### src/rtl/core/radix_literal_parser_unit_defines.svh
// assertion macros for the radix literal parser
`ifndef RADIX_LITERAL_PARSER_UNIT_DEFINES_SVH
`define RADIX_LITERAL_PARSER_UNIT_DEFINES_SVH

// same-cycle implication, checked outside reset
`define RLP_ASSERT_IMPLY(label, cond, prop) \
  label: assert property (@(posedge clk) disable iff (rst) (cond) |-> (prop)) \
    else $error("radix literal parser: same-cycle check failed");

// next-cycle implication, checked outside reset
`define RLP_ASSERT_NEXT(label, cond, prop) \
  label: assert property (@(posedge clk) disable iff (rst) (cond) |=> (prop)) \
    else $error("radix literal parser: next-cycle check failed");

`endif

### src/rtl/core/rlp_pkg.sv
// shared types, constants and helpers for the radix literal parser
package rlp_pkg;

  localparam int CHAR_W     = 8;
  localparam int RADIX_W    = 5;
  localparam int VALUE_W    = 64;
  localparam int OUT_DATA_W = 72;
  localparam int POS_W      = 2;

  typedef enum logic [1:0] {
    RC_DEC = 2'd0,
    RC_OCT = 2'd1,
    RC_HEX = 2'd2,
    RC_BIN = 2'd3
  } radix_code_t;

  localparam logic [CHAR_W-1:0] CH_ZERO  = 8'h30;
  localparam logic [CHAR_W-1:0] CH_NINE  = 8'h39;
  localparam logic [CHAR_W-1:0] CH_LOW_A = 8'h61;
  localparam logic [CHAR_W-1:0] CH_LOW_F = 8'h66;
  localparam logic [CHAR_W-1:0] CH_LOW_X = 8'h78;
  localparam logic [CHAR_W-1:0] CH_LOW_B = 8'h62;

  localparam logic [POS_W-1:0] POS_FIRST  = 2'd0;
  localparam logic [POS_W-1:0] POS_SECOND = 2'd1;
  localparam logic [POS_W-1:0] POS_REST   = 2'd2;

  localparam logic [RADIX_W-1:0] RADIX_TWO     = 5'd2;
  localparam logic [RADIX_W-1:0] RADIX_EIGHT   = 5'd8;
  localparam logic [RADIX_W-1:0] RADIX_TEN     = 5'd10;
  localparam logic [RADIX_W-1:0] RADIX_SIXTEEN = 5'd16;

  function automatic logic [RADIX_W-1:0] radix_number(input radix_code_t rc);
    logic [RADIX_W-1:0] r;
    case (rc)
      RC_OCT:  r = RADIX_EIGHT;
      RC_HEX:  r = RADIX_SIXTEEN;
      RC_BIN:  r = RADIX_TWO;
      default: r = RADIX_TEN;
    endcase
    return r;
  endfunction

endpackage

### src/rtl/core/radix_literal_parser_unit.sv
// Integer literal parser with radix prefix. One character of a token is taken per item on the
// slave stream, with tlast on the final character; a new character is accepted every cycle.
// State is updated as each character arrives, and the result for a token leaves the output
// register in the cycle after its last character is accepted. The longest path is the 64-bit
// times-ten add (two shifted copies plus the digit) feeding the accumulator register.
// A single result register sits between the sides. While a finished result is held and the
// master side is stalled, the slave side is held off for every character, last or not.
`include "radix_literal_parser_unit_defines.svh"

module radix_literal_parser_unit
  import rlp_pkg::*;
(
  input  logic                  clk,
  input  logic                  rst,
  input  logic                  s_axis_tvalid,
  output logic                  s_axis_tready,
  input  logic [CHAR_W-1:0]     s_axis_tdata,   // [7:0] char_code
  input  logic                  s_axis_tlast,   // is_last
  output logic                  m_axis_tvalid,
  input  logic                  m_axis_tready,
  output logic [OUT_DATA_W-1:0] m_axis_tdata,   // [4:0] radix, [68:5] value, [71:69] zero
  output logic                  m_axis_tuser    // is_valid
);

  logic [POS_W-1:0]   pos;
  radix_code_t        rc;
  logic               still_valid;
  logic               first_was_zero;
  logic [VALUE_W-1:0] acc;

  logic [POS_W-1:0]   pos_next;
  radix_code_t        rc_next;
  logic               still_valid_next;
  logic               first_was_zero_next;
  logic [VALUE_W-1:0] acc_next;

  logic               res_is_valid;
  logic [RADIX_W-1:0] res_radix;
  logic [VALUE_W-1:0] res_value;

  logic               s_fire;
  logic               is_dec;
  logic               is_hex_letter;
  logic [3:0]         dig;
  logic               digit_ok;
  logic [VALUE_W-1:0] acc_times_ten;

  assign s_axis_tready = !m_axis_tvalid || m_axis_tready;
  assign s_fire        = s_axis_tvalid && s_axis_tready;

  always_comb begin
    is_dec        = (s_axis_tdata >= CH_ZERO) && (s_axis_tdata <= CH_NINE);
    is_hex_letter = (s_axis_tdata >= CH_LOW_A) && (s_axis_tdata <= CH_LOW_F);
    // ascii digits carry the value in the low nibble; for lowercase letters it is the low nibble plus nine
    dig           = is_dec ? s_axis_tdata[3:0] : s_axis_tdata[3:0] + 4'd9;
    acc_times_ten = {acc[VALUE_W-4:0], 3'b000} + {acc[VALUE_W-2:0], 1'b0}
                    + {{(VALUE_W-4){1'b0}}, dig};
    case (rc)
      RC_OCT:  digit_ok = is_dec && !dig[3];
      RC_HEX:  digit_ok = is_dec || is_hex_letter;
      RC_BIN:  digit_ok = is_dec && (dig[3:1] == 3'd0);
      default: digit_ok = is_dec;
    endcase

    pos_next            = (pos == POS_REST) ? POS_REST : pos + 2'd1;
    rc_next             = rc;
    still_valid_next    = still_valid;
    first_was_zero_next = first_was_zero;
    acc_next            = acc;

    if (still_valid) begin
      case (pos)
        POS_FIRST: begin
          if (is_dec) begin
            first_was_zero_next = (s_axis_tdata == CH_ZERO);
            acc_next            = {{(VALUE_W-4){1'b0}}, dig};
            rc_next             = RC_DEC;
          end else begin
            still_valid_next = 1'b0;
          end
        end
        POS_SECOND: begin
          if (is_dec) begin
            if (first_was_zero) begin
              rc_next = RC_OCT;
              if (dig[3]) still_valid_next = 1'b0;
              else acc_next = {{(VALUE_W-4){1'b0}}, dig};
            end else begin
              acc_next = acc_times_ten;
            end
          end else if (first_was_zero && s_axis_tdata == CH_LOW_X) begin
            rc_next  = RC_HEX;
            acc_next = '0;
          end else if (first_was_zero && s_axis_tdata == CH_LOW_B) begin
            rc_next  = RC_BIN;
            acc_next = '0;
          end else begin
            still_valid_next = 1'b0;
          end
        end
        default: begin
          if (!digit_ok) begin
            still_valid_next = 1'b0;
          end else begin
            case (rc)
              RC_HEX:  acc_next = {acc[VALUE_W-5:0], dig};
              RC_OCT:  acc_next = {acc[VALUE_W-4:0], dig[2:0]};
              RC_BIN:  acc_next = {acc[VALUE_W-2:0], dig[0]};
              default: acc_next = acc_times_ten;
            endcase
          end
        end
      endcase
    end

    res_is_valid = still_valid_next;
    res_radix    = still_valid_next ? radix_number(rc_next) : '0;
    res_value    = still_valid_next ? acc_next : '0;
  end

  always_ff @(posedge clk) begin
    if (rst) begin
      pos            <= POS_FIRST;
      rc             <= RC_DEC;
      still_valid    <= 1'b1;
      first_was_zero <= 1'b0;
      acc            <= '0;
    end else if (s_fire) begin
      if (s_axis_tlast) begin
        // token done, back to the start-of-token state
        pos            <= POS_FIRST;
        rc             <= RC_DEC;
        still_valid    <= 1'b1;
        first_was_zero <= 1'b0;
        acc            <= '0;
      end else begin
        pos            <= pos_next;
        rc             <= rc_next;
        still_valid    <= still_valid_next;
        first_was_zero <= first_was_zero_next;
        acc            <= acc_next;
      end
    end
  end

  always_ff @(posedge clk) begin
    if (rst) begin
      m_axis_tvalid <= 1'b0;
    end else if (s_fire && s_axis_tlast) begin
      m_axis_tvalid <= 1'b1;
    end else if (m_axis_tready) begin
      m_axis_tvalid <= 1'b0;
    end
  end

  always_ff @(posedge clk) begin
    if (s_fire && s_axis_tlast) begin
      m_axis_tdata <= {3'b000, res_value, res_radix};
      m_axis_tuser <= res_is_valid;
    end
  end

  `RLP_ASSERT_IMPLY(a_invalid_zero, m_axis_tvalid && !m_axis_tuser, m_axis_tdata == '0)
  `RLP_ASSERT_IMPLY(a_radix_legal, m_axis_tvalid && m_axis_tuser,
    m_axis_tdata[RADIX_W-1:0] == RADIX_TWO || m_axis_tdata[RADIX_W-1:0] == RADIX_EIGHT ||
    m_axis_tdata[RADIX_W-1:0] == RADIX_TEN || m_axis_tdata[RADIX_W-1:0] == RADIX_SIXTEEN)
  `RLP_ASSERT_NEXT(a_last_gives_result, s_fire && s_axis_tlast,
    m_axis_tvalid && pos == POS_FIRST && still_valid)
  `RLP_ASSERT_NEXT(a_pos_saturates, s_fire && !s_axis_tlast && pos == POS_REST,
    pos == POS_REST)

endmodule
### config.mk
export PLATFORM = sky130hd
export DESIGN_NAME = radix_literal_parser_unit
export DESIGN_NICKNAME = d
export VERILOG_FILES = /design/src/rtl/core/rlp_pkg.sv /design/src/rtl/core/radix_literal_parser_unit.sv
export VERILOG_INCLUDE_DIRS = /design/src /design/src/rtl/core
export SDC_FILE = /design/constraint.sdc
export NUM_CORES = 1
export LEC_CHECK = 0
export BUFFER_PORTS_ARGS = -buffer_cell sky130_fd_sc_hd__buf_2
export CAP_MARGIN = 20
export CELL_PAD_IN_SITES_DETAIL_PLACEMENT = 1
export CELL_PAD_IN_SITES_GLOBAL_PLACEMENT = 1
export CORE_AREA = 8 8 169 171
export DETAILED_ROUTE_END_ITERATION = 12
export DIE_AREA = 0 0 177 179
export PLACE_DENSITY = 0.91
export SLEW_MARGIN = 0
export SYNTH_ARGS = -nofsm -noshare
export SYNTH_HDL_FRONTEND = slang
export SYNTH_SLANG_ARGS = --single-unit
### constraint.sdc
create_clock -name clk -period 10.3 [get_ports clk]
set_clock_uncertainty 0.15 [all_clocks]
set_input_delay 2.06 -clock clk [delete_from_list [all_inputs] [get_ports clk]]
set_output_delay 2.06 -clock clk [all_outputs]
set_load 0.02 [all_outputs]
==> results of run 1 <==
## stage by stage
stage	util, %	area [um2]	power (uW)	setup WS [ns]
after floorplan	-	13000	749	3.94
after global placement	52.6	13500	820	3.20
after detailed placement	52.6	13500	826	2.92
after CTS	54.6	14100	1410	3.35
after global routing	54.6	14100	1450	2.87
final	54.6	14100	1420	3.28
## routing by layer
layer | up-vias | GRT usage [%] | wire length [um]
li1 | 6062 | - | -
met1 | 6701 | 39.2 | 20400
met2 | 628 | 50.9 | 22700
met5 | - | 0 | 10
met3 | 195 | 6.21 | 4040
met4 | 2 | 19.3 | 3050
## layout by cell type (no fill, tap or decap), types with 9 or more instances in the layout
cell	count
o21a_1	9
a211oi_1	28
mux2i_1	37
nor2_1	156
nor3_1	18
and2_1	17
nand4_1	28
nand3_1	18
a21o_1	27
o21ai_0	115
o211ai_1	10
nand2_1	195
nand2b_1	13
xor2_1	19
buf_4	21
o21bai_1	17
mux2_2	21
a21oi_1	181
ha_1	134
a31oi_1	11
a22o_1	13
inv_1	35
xnor2_1	39
and3_1	10
o22ai_1	11
edfxtp_1	68
a221oi_1	22
buf_2	82
dfxtp_1	69
o31ai_1	12
clkbuf_16	17
a22oi_1	23
## registers in the layout, indices dropped and copies added (netlist names)
| register | flops |
|---|---|
| acc | 64 |
| first_was_zero | 1 |
| m_axis_tdata | 67 |
| m_axis_tuser | 1 |
| m_axis_tvalid | 1 |
| pos | 2 |
| rc | 2 |
| still_valid | 1 |
## power breakdown
group	leakage, uW	internal (uW)	switching [uW]
combinational	0.00407	58.7	151
clock	0.000239	310	287
sequential	0.00123	593	15.9
total	0.00553	962	454
## cells by family (layout without fill, tap and decap cells)
| family | after synthesis | after routing | share of synthesized area, % |
|---|---|---|---|
| AOI/OAI and AO/OA | 571 | 571 | 28.7 |
| xor gates and xnor gates | 58 | 58 | 3.91 |
| adders and majority gates | 135 | 135 | 13.1 |
| buffers and inverters | 146 | 171 | 4.61 |
| DFF | 139 | 139 | 26.7 |
| muxes | 63 | 63 | 5.54 |
| other | 1 | 5 | 0.0289 |
| and+or+nand+nor | 505 | 505 | 17.5 |
## area by class of cell
| cell class | count | area [um2] |
|---|---|---|
| clock buffer | 20 | 437 |
| clock inverter | 12 | 93.8 |
| fill | 3180 | 11700 |
| inverter | 36 | 135 |
| multi-input combinational | 1337 | 8950 |
| sequential | 139 | 3470 |
| tap | 335 | 419 |
| timing repair buffer | 103 | 568 |
## final timing paths
kind                        from                             end  depth (start not counted)
min          pos[1]$_SDFFE_PP0P_             pos[1]$_SDFFE_PP0P_                          2
max              s_axis_tdata[1]  m_axis_tdata[63]$_SDFFCE_PN0P_                         22
min reg2reg  pos[1]$_SDFFE_PP0P_             pos[1]$_SDFFE_PP0P_                          2
max reg2reg  acc[0]$_SDFFE_PP0P_  m_axis_tdata[66]$_SDFFCE_PN0P_                         14
## critical path, cell delays in order
cell and delay (ns):
buf_2 0.16, inv_1 0.10, ha_1 0.20, o21bai_1 0.36, a21o_1 0.44, nand2_1 0.12
xor2_1 0.29, inv_1 0.09, ha_1 0.30, ha_1 0.25, inv_1 0.08, fa_1 0.21
nor2b_1 0.09, o31ai_1 0.46, a21o_1 0.19, o221ai_1 0.17, nor3_2 0.26, o22ai_2 0.14
a211oi_2 0.46, xnor2_1 0.13, a222oi_1 0.39, nor2_1 0.08
==> out/metrics.cfg, run 1 <==
[sta]
min_period_over_period_pct=68.2
hold_ws_ns=0.317
slew_headroom_pct=23.1
fin_crit_ns=7.02
drv_slew=0
tightest_slew_ns=1.15
finalSetupViolations=0
grt_setup_unrepaired=no
tns_ns=0
fmax_ghz=0.142
hold_violations=0

[layout]
diodes=0
finalNonFillerCells=1982
drive_gt1_share_pct=12.1
area_growth_pct=8.43
nets=1782

[detailed_routing]
ant_nets=0
route.vias.total=13600
drcViolationCount=0
firstDrtPassIters=5
finalWirelength_um=50200
via_per_inst=6.86
drtIter0Drc=1261
wl_per_cell_um=25.3

[floorplanning]
die_h_um=179
die-area_um2=31700
rows=59
start_util_pct=50.4
fp.dieW_um=177
io_pins=88
core_um2=25800

[clocking]
holdBufCountCts=0
cts-root-buf=clkbuf_16
cts_buffers=17
clock-sinks=139
cts_max_path_buffers=2
htree_levels=4
cts_tree=built
clock_latency_ns=0.44
clk_pin_slew_ns=0.07
cts_setup_buffers=0
cts_resized=0

[placed_design]
port_buffers=82
dpl.hpwl_um=35200
finalWeightedCongestion=0.960
post-place-cells=1950

[synth]
synth_seq_area_share_pct=26.7
async_reset_ff_share_pct=0
ys_ff_latch=139
synth_common_cells=195 x nand2_1, 181 x a21oi_1, 158 x nor2_1
synth_area_um2=13000
netlist.area_leader.share_pct=15.7
synth-main-ff-cell=dfxtp_1
synth_edf_count=68
yosysMostFrequentCell=nand2_1
ys_top_cells_by_area=edfxtp_1 16%, ha_1 13%, dfxtp_1 11%
synth_top_area_cell=edfxtp_1
yosysWarningCount=0
synth_cell_type_count=83
syn_area_per_cell_um2=8.02
synth_cells=1618

[power]
irDropWorstVdd_v=0.0000906
leakage_uw=0.00553
pwr_density_cell_nw_per_um2=101

[run_status]
status=finished, final reports clean

[critical_path]
rrSetupSlack_ns=5.84
cp-start-kind=primary input
critPathKind=primary input to register
cp-end-kind=register
worstPathArrival_ns=7.03
required_ns=10.30
crit_fanout=14

[run]
drv_cap=0

[global_route]
grt-ovfl-total=0
grt_pass1_wl_um=79900
grt_start_max_net_pins=69
antenna_found_initial=1
first_global_vias=14200
grt.total_usage_pct=31.8

[worst_hold_path]
hp-class=register to register

Power figures use the tool's default switching activity.
==> run 2, diff against run 1 <==
--- a/config.mk
+++ b/config.mk
@@ -6,14 +6,15 @@
 export SDC_FILE = /design/constraint.sdc
 export NUM_CORES = 1
 export LEC_CHECK = 0
+export ABC_AREA = 1
 export BUFFER_PORTS_ARGS = -buffer_cell sky130_fd_sc_hd__buf_2
 export CAP_MARGIN = 20
 export CELL_PAD_IN_SITES_DETAIL_PLACEMENT = 1
 export CELL_PAD_IN_SITES_GLOBAL_PLACEMENT = 1
-export CORE_AREA = 8 8 169 171
+export CORE_AREA = 8 8 205 207
 export DETAILED_ROUTE_END_ITERATION = 12
-export DIE_AREA = 0 0 177 179
-export PLACE_DENSITY = 0.91
+export DIE_AREA = 0 0 213 215
+export PLACE_DENSITY = 0.82
 export SLEW_MARGIN = 0
 export SYNTH_ARGS = -nofsm -noshare
 export SYNTH_HDL_FRONTEND = slang
==> constraint.sdc (replaced) <==
create_clock -name clk -period 5.8 [get_ports clk]
set_clock_uncertainty 0.15 [all_clocks]
set_input_delay 1.16 -clock clk [delete_from_list [all_inputs] [get_ports clk]]
set_output_delay 1.16 -clock clk [all_outputs]
set_load 0.02 [all_outputs]
==> run 2 against run 1 <==
Synthesized cell count is 56% higher. Setup slack worse by 2.6 ns. Critical path depth is 6 higher.
==> out/metrics.cfg, run 2 <==
[floorplanning]
io_pins=88
die-area_um2=45800
rows=73
die_h_um=215
fp.dieW_um=213
core_um2=39000
start_util_pct=39.1

[sta]
grt_setup_unrepaired=no
drv_slew=0
slew_headroom_pct=31.0
finalSetupViolations=0
min_period_over_period_pct=88.0
fin_crit_ns=5.10
hold_ws_ns=0.332
tightest_slew_ns=1.03
tns_ns=0
fmax_ghz=0.196
hold_violations=0

[critical_path]
crit_start=s_axis_tdata[0]
r2r_end=m_axis_tdata[68]$_SDFFCE_PN0P_
slowest_stage=fa_1
rrSetupSlack_ns=1.78
cp-start-kind=primary input
crit_fanout=14
cpMostUsedCell=nand2_1
reg2reg_depth=17
crit_path_end=acc[24]$_SDFFE_PP0P_
cp-end-kind=register
r2r_start=acc[47]$_SDFFE_PP0P_
slowest_delay_ns=0.47
worstPathArrival_ns=5.32
required_ns=6.02
critPathKind=primary input to register

[clocking]
cts_resized=0
clock-sinks=139
cts_tree=built
htree_levels=4
clk_pin_slew_ns=0.07
cts_buffers=17
clock_latency_ns=0.46
holdBufCountCts=0
cts_max_path_buffers=2
cts-root-buf=clkbuf_16
cts_setup_buffers=0

[placed_design]
port_buffers=82
finalWeightedCongestion=1.04
post-place-cells=3064
dpl.hpwl_um=53900

[synth]
synth-main-ff-cell=dfxtp_1
synth_common_cells=874 x nand2_1, 317 x inv_1, 219 x nor2_1
synth_area_um2=15200
yosysMostFrequentCell=nand2_1
synth_edf_count=68
yosys.area_share.adder_pct=11.1
synth_top_family_by_area=simple AND/OR/NAND/NOR gates
async_reset_ff_share_pct=0
syn_area_per_cell_um2=6.04
yosysWarningCount=0
ys_top_cells_by_area=nand2_1 22%, edfxtp_1 13%, ha_1 11%
synth_simple_gate_area_share_pct=36.2
synth-compound-area-share_pct=16.8
synth-xor-area-share_pct=1.95
synth_seq_area_share_pct=22.7
synth_top_area_cell=nand2_1
synth_cell_type_count=50
synth_cells=2524
ys_ff_latch=139
netlist.area_leader.share_pct=21.5
synth.area.mux_share_pct=0

[global_route]
grt_pass1_wl_um=107000
grt.total_usage_pct=30.2
antenna_found_initial=0
grt-ovfl-total=0
grt_start_max_net_pins=71
first_global_vias=17900

[detailed_routing]
top_layer=met4
finalWirelength_um=70400
route.met2.wl_um=29800
drcViolationCount=0
drtIter0Drc=1768
wl_per_cell_um=22.7
route.vias.total=18100
firstDrtPassIters=6
wl_met1_um=30900
wl_met3_um=7310
ant_nets=0
via_per_inst=5.86

[run_status]
status=finished, final reports clean

[layout]
final_common_cell=nand2_1
drive_gt1_share_pct=7.62
largest_register_ffs=67
finalNonFillerCells=3097
reg_top3=m_axis_tdata (67), acc (64)
regArea_um2=3460
top_register=m_axis_tdata
final_cell_mix=873 x nand2_1, 317 x inv_1, 215 x nor2_1
area_growth_pct=9.53
multi_input_area_um2=10100
nets=2706
nFillCells=5335

[power]
irDropWorstVdd_v=0.000181
pwr_density_cell_nw_per_um2=174
leakage_uw=0.00819

[worst_hold_path]
hp-class=register to register

[run]
drv_cap=0

run 2: cell types whose count changed after synthesis, sizes merged, moves of 14 or more:
cell / before / now
a211oi: 30 / 2
a21o: 27 / 0
a21oi: 183 / 222
a22oi: 23 / 1
clkbuf: 73 / 54
inv: 36 / 326
mux2: 21 / 0
mux2i: 37 / 0
nand2: 197 / 882
nand3: 18 / 177
nor2: 159 / 230
o22ai: 12 / 26
xnor2: 39 / 13
run 2: worst max-delay path: cells and delay by family:
kind                       cells  cell delay, ns
adders and majority gates      2            0.72
buffers and inverters          6            0.75
AOI/OAI and AO/OA              4            0.61
and+or+nand+nor               14            1.64
xor gates and xnor gates       2            0.45
run 2: metrics by stage:
step | cell area, um2 | power [uW] | setup WS [ns] | util (%)
after floorplan | 15300 | 1500 | 0.535 | -
final | 16700 | 2900 | 0.698 | 42.8
after global routing | 16700 | 2990 | 0.346 | 42.8
after detailed placement | 16100 | 1700 | 0.333 | 41.2
after global placement | 16100 | 1680 | 0.527 | 41.2
after CTS | 16700 | 2900 | 0.797 | 42.8
run 2: report_power, final:
part           switching, uW  internal (uW)
Combinational            444            159
Sequential              35.2           1060
Clock                    537            665
Total                   1020           1890
run 2: logic make-up after synthesis:
| group | after synthesis |
|---|---|
| simple gates | 1346 |
| compound gates | 447 |
| buf+inv | 422 |
| flops | 139 |
| fa+ha+maj | 135 |
| xor+xnor | 34 |
| other cells | 1 |
run 2: metal layers:
| layer | global-route usage, % | up-vias |
|---|---|---|
| met2 | 45.0 | 961 |
| met1 | 42.0 | 8741 |
| met3 | 6.43 | 163 |
| li1 | - | 8279 |
| met5 | 0 | - |
| met4 | 11.2 | 0 |
run 2: area by class of cell:
class / count / area share, %
clock inverter: 14 / 1.04
clock buffer: 18 / 2.63
inverter: 326 / 7.36
timing repair buffer: 107 / 3.66
antenna: 1 / 0.0150
multi-input combinational: 1967 / 60.6
tap: 525 / 3.93
sequential: 139 / 20.7
run 2: worst min path at each step:
stage	cells past startpoint	startpoint	slack, ns	end
2_1_floorplan	2	pos[1]$_SDFFE_PP0P_	0.30	pos[1]$_SDFFE_PP0P_
4_1_cts	2	pos[1]$_SDFFE_PP0P_	0.33	pos[1]$_SDFFE_PP0P_
6_report	2	pos[1]$_SDFFE_PP0P_	0.33	pos[1]$_SDFFE_PP0P_
3_3_place_gp	2	pos[1]$_SDFFE_PP0P_	0.30	pos[1]$_SDFFE_PP0P_
5_1_grt	2	pos[1]$_SDFFE_PP0P_	0.35	pos[1]$_SDFFE_PP0P_
3_5_place_dp	2	pos[1]$_SDFFE_PP0P_	0.32	pos[1]$_SDFFE_PP0P_
